## src/sv/greedy_iou_box_tracker_macros.svh

```systemverilog
// Assertion macros for the tracker's RTL.
`ifndef GREEDY_IOU_BOX_TRACKER_MACROS_SVH
`define GREEDY_IOU_BOX_TRACKER_MACROS_SVH

// Checked at every clock edge outside reset.
`define GIBT_ASSERT(lbl, prop, msg) \
   lbl: assert property (@(posedge clock) disable iff (reset) prop) else $error(msg);

// Checked at every clock edge, reset included.
`define GIBT_ASSERT_ALWAYS(lbl, prop, msg) \
   lbl: assert property (@(posedge clock) prop) else $error(msg);

`endif

```

## src/sv/gibt_ram.sv

```systemverilog
// ----------------------------------------------------------------------------
// Tracker RAM
// Simple dual-port memory with one write port and a registered read port.
// ----------------------------------------------------------------------------
`default_nettype none

module gibt_ram #(
   parameter int Width = 8,
   parameter int Depth = 32
) (
   input  wire logic                                        clock,
   input  wire logic                                        wr_en,
   input  wire logic [((Depth > 1) ? $clog2(Depth) : 1)-1:0] wr_addr,
   input  wire logic [Width-1:0]                            wr_data,
   input  wire logic                                        rd_en,
   input  wire logic [((Depth > 1) ? $clog2(Depth) : 1)-1:0] rd_addr,
   output      logic [Width-1:0]                            rd_data
);

   logic [Width-1:0] mem_ff [Depth];

   always_ff @(posedge clock) begin
      if (wr_en) begin
         mem_ff[wr_addr] <= wr_data;
      end
      if (rd_en) begin
         rd_data <= mem_ff[rd_addr];
      end
   end

endmodule

`default_nettype wire

```

## config.mk

```make
export PLATFORM = sky130hd
export DESIGN_NAME = gibt_ram
export DESIGN_NICKNAME = d
export VERILOG_FILES = /design/src/sv/greedy_iou_box_tracker_macros.svh /design/src/sv/gibt_ram.sv
export SDC_FILE = /design/constraint.sdc
export NUM_CORES = 1
export LEC_CHECK = 0
export CAP_MARGIN = 25
export CORE_UTILIZATION = 60
export CTS_CLUSTER_SIZE = 20
export DETAILED_ROUTE_END_ITERATION = 10
export DONT_BUFFER_PORTS = 1
export MAX_ROUTING_LAYER = met4
export PLACE_DENSITY = 0.73
export SLEW_MARGIN = 20
export SYNTH_ARGS = -nofsm -noshare
export SYNTH_HDL_FRONTEND = slang
export SYNTH_SLANG_ARGS = --single-unit
```

## constraint.sdc

```tcl
create_clock -name clock -period 2.9 [get_ports clock]
set_input_delay 0 -clock clock [delete_from_list [all_inputs] [get_ports clock]]
set_output_delay 0 -clock clock [all_outputs]
set_load 0.03 [all_outputs]
```

==> key figures, run 1 <==
Floorplanning
  • Die X: 132.0 um
  • IO Pins: 29
  • DIE HEIGHT: roughly 130 um
  • # rows: 47
  • Core Region: 16,520 sq um
  • Initial cell density of the core: around 61%
  • Die ar.: between 15,000 and 20,000 sq um

STA
  • Final Skew: approximately 7.3 ps
  • Fmax: 0.4008 GHz
  • Aggregate negative setup slack: 0 ps
  • Worst-Margin Slew: 975.9 ps
  • Worst relative slew slack: 34.70%
  • Final period util: 86.03%
  • Final setup viols: 0
  • Slew Viols, Final: 0
  • Final Hold Fails: 0
  • Tightest hold margin: between 3 and 4 ps
  • Unrepaired setup endpoints after global routing: false
  • Tmin final: 2495 ps

Setup path
  • Reg2Reg Capture Point: rd_data[4]$_DFFE_PP_
  • Crit path arrival time: around 2800 ps
  • RR Startpoint: mem_ff[5][4]$_DFFE_PP_
  • Reg-to-reg slack, setup: 410 ps
  • Startpoint Class: flop
  • WP data required: 3170 ps
  • Worst-path fanout max: 1
  • CP endpoint kind: flop
  • Crit Path Category: flop to flop
  • R2R cell count: 4

Detailed routing
  • Detailed Route WL: 19,300 um
  • Via count: 4,488
  • Number of vias per cell: 6.590
  • Wire per inst: 28.33 um
  • DRT iter0 DRCs: 489
  • DRC errors left: 0
  • ANT nets after route: 0
  • Number of iterations in the first detailed-routing pass: 5

Pwr
  • Maximum vdd drop: 0.0005304 V
  • Leak pwr: approximately 3.4 nW
  • Post-route total power: 7.497 mW
  • PwrDens: around 670 nW/um^2

Hold path
  • Worst hold path depth: 2
  • Hold path startpoint: wr_addr[2]
  • Hold Path Class: primary input to flop
  • Hold Path Sink: mem_ff[30][2]$_DFFE_PP_

Clock network
  • CTS tree: done
  • Post-CTS Hold Buffers: 20
  • Root Driver: clkbuf_16
  • Resized Gates After CTS: 0
  • Worst-path clk slew: 60 ps
  • Clock sink total: between 200 and 300
  • Clk_lat worst skew: 520 ps
  • CTS max path bufs: 3
  • Setup Buffers After CTS: 0
  • H-tree level count: 1
  • TritonCTS buffer count: 25

Flow run
  • Max-cap viol count: 0

Synth
  • Largest family of logic cells by synthesized area: multiplexers
  • Synth Area in XOR/XNOR: 0%
  • Mux share of post-synthesis cell area: 18.67%
  • Post-synth cell types: 14
  • Synthesized cell area: 10,130 sq um
  • Ys Warns: 0
  • Synth Instances: approximately 420
  • Sequential area share after synthesis: 78.23%
  • Synth Area in Simple Gates: 2.050%
  • Register bit total from synthesis: 264
  • Post-synthesis compound-gate area fraction: 0%
  • Synth Net Count: ~440
  • Syn avg cell area: 24.30 sq um
  • Adder-cell area share of the yosys netlist: 0%

GRT
  • Met2 GRT Util: between 30% and 40%
  • Number of global-route vias before repair: approximately 4,500
  • Global-route met1 utilization: 37.02%
  • Initial antenna violation count: 0
  • Grt met3 use: slightly above 4%
  • Gr ovfl total: 0
  • Most used routing layer: met1
  • Pin count of the biggest net entering global routing: 65
  • GRT Util Overall: 24.10%
  • First-pass GRT wire length: 28,750 um

Place
  • # placed instances: 617
  • Detailed placement HPWL: roughly 11,000 um
  • Placed cell area: 10,300 sq um
  • PortBufs: 0
  • GPL Wtd Cong: 0.7686

Final layout
  • Final nets: 466
  • Synth-to-Final Area Change: 11.10%
  • Design area: 11,260 sq um
  • Final Instance Count excl. Fillers: 681
  • Share of cells above drive strength 1: 28.20%
  • ANT cells: 0

Outcome
  • Status: completed
[layout make-up]
cell class / instances / area [sq um]
fill: 985 / 5266
timing repair buffer: 21 / 250.2
sequential: 264 / 7928
clock buffer: 31 / 648.1
tap: 220 / 275.3
clock inverter: 12 / 57.56
multi-input combinational: 133 / 2100
[through the flow]
step                      setup slack [ps]  util [%]
after global routing                 392.1     68.13
after global placement               977.7     62.35
final                                405.2     68.13
after detailed placement             962.4     62.35
after CTS                            445.5     68.13
after floorplan                      958.3         -
[synthesized netlist by cell type (all sizes together)]
cell type	instances	share of area [%]
edfxtp	264	78
mux4	80	18
nor2	33	1.2
buf	14	0.83
mux2	8	0.89
clkbuf	6	0.22
nand3b	5	0.37
or3b	3	0.26
nand3	2	0.099
nand2	1	0.037
or3	1	0.062
[placed cells by master (no fill, tap or decap)]
master	n
mux2_2	8
clkbuf_1	6
mux4_2	80
nand3b_1	5
clkbuf_16	25
or3_1	1
nand3_1	2
or3b_2	3
buf_2	3
buf_8	1
clkinv_2	3
clkinvlp_4	1
buf_12	5
edfxtp_1	264
nand2_1	1
clkinv_1	7
nor2_1	33
dlygate4sd3_1	12
inv_6	1
[cells by family (layout without fill, tap and decap cells)]
| family | Yosys count | in the layout |
|---|---|---|
| and+or+nand+nor | 45 | 45 |
| buffers and inverters | 20 | 64 |
| muxes | 88 | 88 |
| DFF | 264 | 264 |
[state kept, by name, indices dropped and copies added (netlist names)]
name and cells:
mem_ff 256, rd_data 8
[worst max-delay path by stage]
stage                             from              endpoint  slack, ps
6_report        mem_ff[5][4]$_DFFE_PP_  rd_data[4]$_DFFE_PP_        410
5_1_grt         mem_ff[5][4]$_DFFE_PP_  rd_data[4]$_DFFE_PP_        390
4_1_cts        mem_ff[22][4]$_DFFE_PP_  rd_data[4]$_DFFE_PP_        450
3_5_place_dp   mem_ff[21][2]$_DFFE_PP_  rd_data[2]$_DFFE_PP_        960
3_3_place_gp   mem_ff[21][2]$_DFFE_PP_  rd_data[2]$_DFFE_PP_        980
2_1_floorplan               rd_addr[2]  rd_data[0]$_DFFE_PP_        960
[worst max-delay path: stages (launching register included)]
cell and delay, ps:
edfxtp_1 370, mux4_2 510, mux4_2 510, mux2_2 280
dlygate4sd3_1 570
[power breakdown]
group / internal, mW / switching [mW] / total, mW / leakage, nW
logic: 0.175 / 0.160 / 0.335 / 0.710
clock network: 1.57 / 1.29 / 2.86 / 0.343
registers: 4.26 / 0.0426 / 4.30 / 2.38
total: 6.01 / 1.49 / 7.50 / 3.44
[routing by layer]
layer  part of all wire (%)  vias up
li1                       -     1832
met4                    2.1        0
met5                      0        -
met1                     42     2392
met2                     47      228
met3                    9.3       36
(Power assumes the default switching activity.)
==> run 2, diff against run 1 <==
- REMOVE_ABC_BUFFERS: unset -> 1
==> run 2 against run 1 <==
Against the previous run:
- the flow now finishes with violations (hold timing)
- global-route usage increased by 0.80 points
- flip-flop and latch count stayed put
- power increased by 3.8%
- fmax up 1.0%
- cell count grew 0.44%
- first-iteration DRC count rose by 26%
- critical path depth is the same
- register-to-register slack improved by 30 ps
- sequential share of layout area is 0.58 points lower
- via count shrank 1.7%
- count of clock-buffer cells in the layout fell by 5
- cell area up 0.83%
==> key figures, run 2 (synthesis results as in run 1) <==
Detailed routing
  • DRC errors left: 0 (unchanged)
  • Via count: 4,413 (-1.7%)
  • Detailed Route WL: 19,570 um (+1.4%)
  • Number of iterations in the first detailed-routing pass: 5 (unchanged)
  • DRT iter0 DRCs: 614 (+26%)
  • ANT nets after route: 0 (unchanged)
  • Number of vias per cell: 6.452 (-2.1%)
  • Wire per inst: 28.61 um (+0.96%)

STA
  • Final Hold Fails: 7 (+7)
  • Tightest hold margin: -5.395 ps (-9.132 ps)
  • Tmin final: 2469 ps (-25.37 ps)
  • Final period util: 85.15% (-0.87 points)
  • Worst-Margin Slew: 923.5 ps (-52.40 ps)
  • Fmax: 0.4050 GHz (+1.0%)
  • Worst relative slew slack: 38.23% (+3.5 points)
  • Unrepaired setup endpoints after global routing: false
  • Final Skew: 18.81 ps (+11.48 ps)
  • Final setup viols: 0 (unchanged)
  • Setup ws final: 430.6 ps (+25.37 ps)
  • Slew Viols, Final: 0 (unchanged)
  • Aggregate negative setup slack: 0 ps (unchanged)

GRT
  • Pin count of the biggest net entering global routing: 65 (unchanged)
  • Initial antenna violation count: 0 (unchanged)
  • First-pass GRT wire length: 29,840 um (+3.8%)
  • GRT Util Overall: 24.89% (+0.80 points)
  • Gr ovfl total: 0 (unchanged)
  • Number of global-route vias before repair: 4,537 (+0.82%)

Clock network
  • Root Driver: clkbuf_16
  • TritonCTS buffer count: 25 (unchanged)
  • Worst-path clk slew: 60 ps (about the same)
  • CTS max path bufs: 3 (unchanged)
  • CTS tree: done
  • Clock sink total: 264 (unchanged)
  • Setup Buffers After CTS: 0 (unchanged)
  • Clk_lat worst skew: 520 ps (about the same)
  • H-tree level count: 1 (unchanged)

Floorplanning
  • Initial cell density of the core: 61.32% (unchanged)
  • Die ar.: 17,410 sq um (unchanged)
  • Core Region: 16,520 sq um (unchanged)
  • IO Pins: 29 (unchanged)
  • # rows: 47 (unchanged)
  • Die X: 132.0 um (unchanged)
  • DIE HEIGHT: 132.0 um (unchanged)

Setup path
  • CP endpoint kind: flop
  • CP max stage cell: dlygate4sd3_1
  • Reg2Reg Capture Point: rd_data[7]$_DFFE_PP_
  • CP peak stage delay: 570 ps (about the same)
  • Crit path buf inv count: 1 (unchanged)
  • Crit path arrival time: 2750 ps (about the same)
  • Crit Path Category: flop to flop
  • Most used cell, CP: mux4_2
  • RR Startpoint: mem_ff[18][7]$_DFFE_PP_
  • WP data required: 3180 ps (about the same)
  • Reg-to-reg slack, setup: 430 ps (+30 ps)
  • Crit-path cells: mux4_2 > mux4_2 > dlygate4sd3_1 > mux2_2
  • R2R cell count: 4 (unchanged)
  • Worst-path fanout max: 1 (unchanged)
  • Crit path max-delay family: multiplexers
  • Startpoint Class: flop

Final layout
  • ANT cells: 0 (unchanged)
  • Final Instance Count excl. Fillers: 684 (+0.44%)
  • Biggest regs: mem_ff x256, rd_data x8
  • Final nets: 468 (+0.43%)
  • Top reg by flops: mem_ff
  • Final Core Density: 68.70% (+0.57 points)
  • Synth-to-Final Area Change: 12.03%
  • Commonest non-fill, non-tap cell in the layout: edfxtp_1
  • Number of flip-flops in the largest register: 256 (unchanged)
  • Share of cells above drive strength 1: 28.23% (+0.033 points)
  • Most frequent cells in the layout: 264 x edfxtp_1, 80 x mux4_2, 33 x nor2_1

Outcome
  • Failing checks: hold timing
  • Status: complete, but fails checks

Pwr
  • Leak pwr: 3.482 nW (+1.3%)
  • Post-route total power: 7.783 mW (+3.8%)
  • Maximum vdd drop: 0.0008002 V (+51%)
  • PwrDens: 685.6 nW/um^2 (+3.0%)

Hold path
  • Hold Path Sink: mem_ff[29][6]$_DFFE_PP_
  • Hold path startpoint: wr_data[6]
  • Worst hold path depth: 1 (-1)
  • Hold Path Class: primary input to flop

Place
  • PortBufs: 0 (unchanged)
  • Detailed placement HPWL: 11,390 um (-0.86%)
  • Dpl ws: 947.6 ps (-14.80 ps)
  • # placed instances: 617 (unchanged)
  • GPL Wtd Cong: 0.7198 (-6.3%)

Flow run
  • Max-cap viol count: 0 (unchanged)
## run 2: layout make-up
class	count	area, sq um
flip-flops and latches	264	7928
fillers	985	5172
multi-input cells	133	2100
clock buffers	26	629.4
well taps	220	275.3
repair buffers	23	265.3
clock inverters	18	155.1
## run 2: stage by stage
stage | area (sq um) | hold WS [ps]
3_5_place_dp | 10300 | 100.6
5_1_grt | 11350 | 12.41
3_3_place_gp | 10300 | 100.3
2_1_floorplan | 10030 | 98.87
4_1_cts | 11360 | 1.743
6_report | 11350 | -5.395
## run 2: worst max path at each step
stage | startpoint | endpoint | slack (ps) | cells past startpoint
2_1_floorplan | mem_ff[31][0]$_DFFE_PP_ | rd_data[0]$_DFFE_PP_ | 1150 | 3
3_3_place_gp | mem_ff[21][2]$_DFFE_PP_ | rd_data[2]$_DFFE_PP_ | 970 | 3
3_5_place_dp | mem_ff[21][2]$_DFFE_PP_ | rd_data[2]$_DFFE_PP_ | 950 | 3
4_1_cts | mem_ff[21][1]$_DFFE_PP_ | rd_data[1]$_DFFE_PP_ | 450 | 4
5_1_grt | mem_ff[31][1]$_DFFE_PP_ | rd_data[1]$_DFFE_PP_ | 410 | 4
6_report | mem_ff[18][7]$_DFFE_PP_ | rd_data[7]$_DFFE_PP_ | 430 | 4
## run 2: layer usage
| layer | GRT usage, % | vias to the layer above | wire length (um) |
|---|---|---|---|
| met5 | - | - | 0 |
| met4 | 7.429 | 0 | 447 |
| met3 | 4.537 | 29 | 1566 |
| met2 | 35.57 | 207 | 9158 |
| met1 | 37.51 | 2326 | 8394 |
| li1 | - | 1851 | - |
## run 2: power by group
group          switching (mW)  internal [mW]
registers              0.0385           4.26
clock network            1.32           1.83
logic                   0.159          0.176
## run 2: what timing repair did
action / CTS / global route
endpoints found under the hold margin: 292 / 1
endpoints found under the setup margin: 0 / 0
hold buffers: 22 / 1
gates resized for setup: 0 / 0
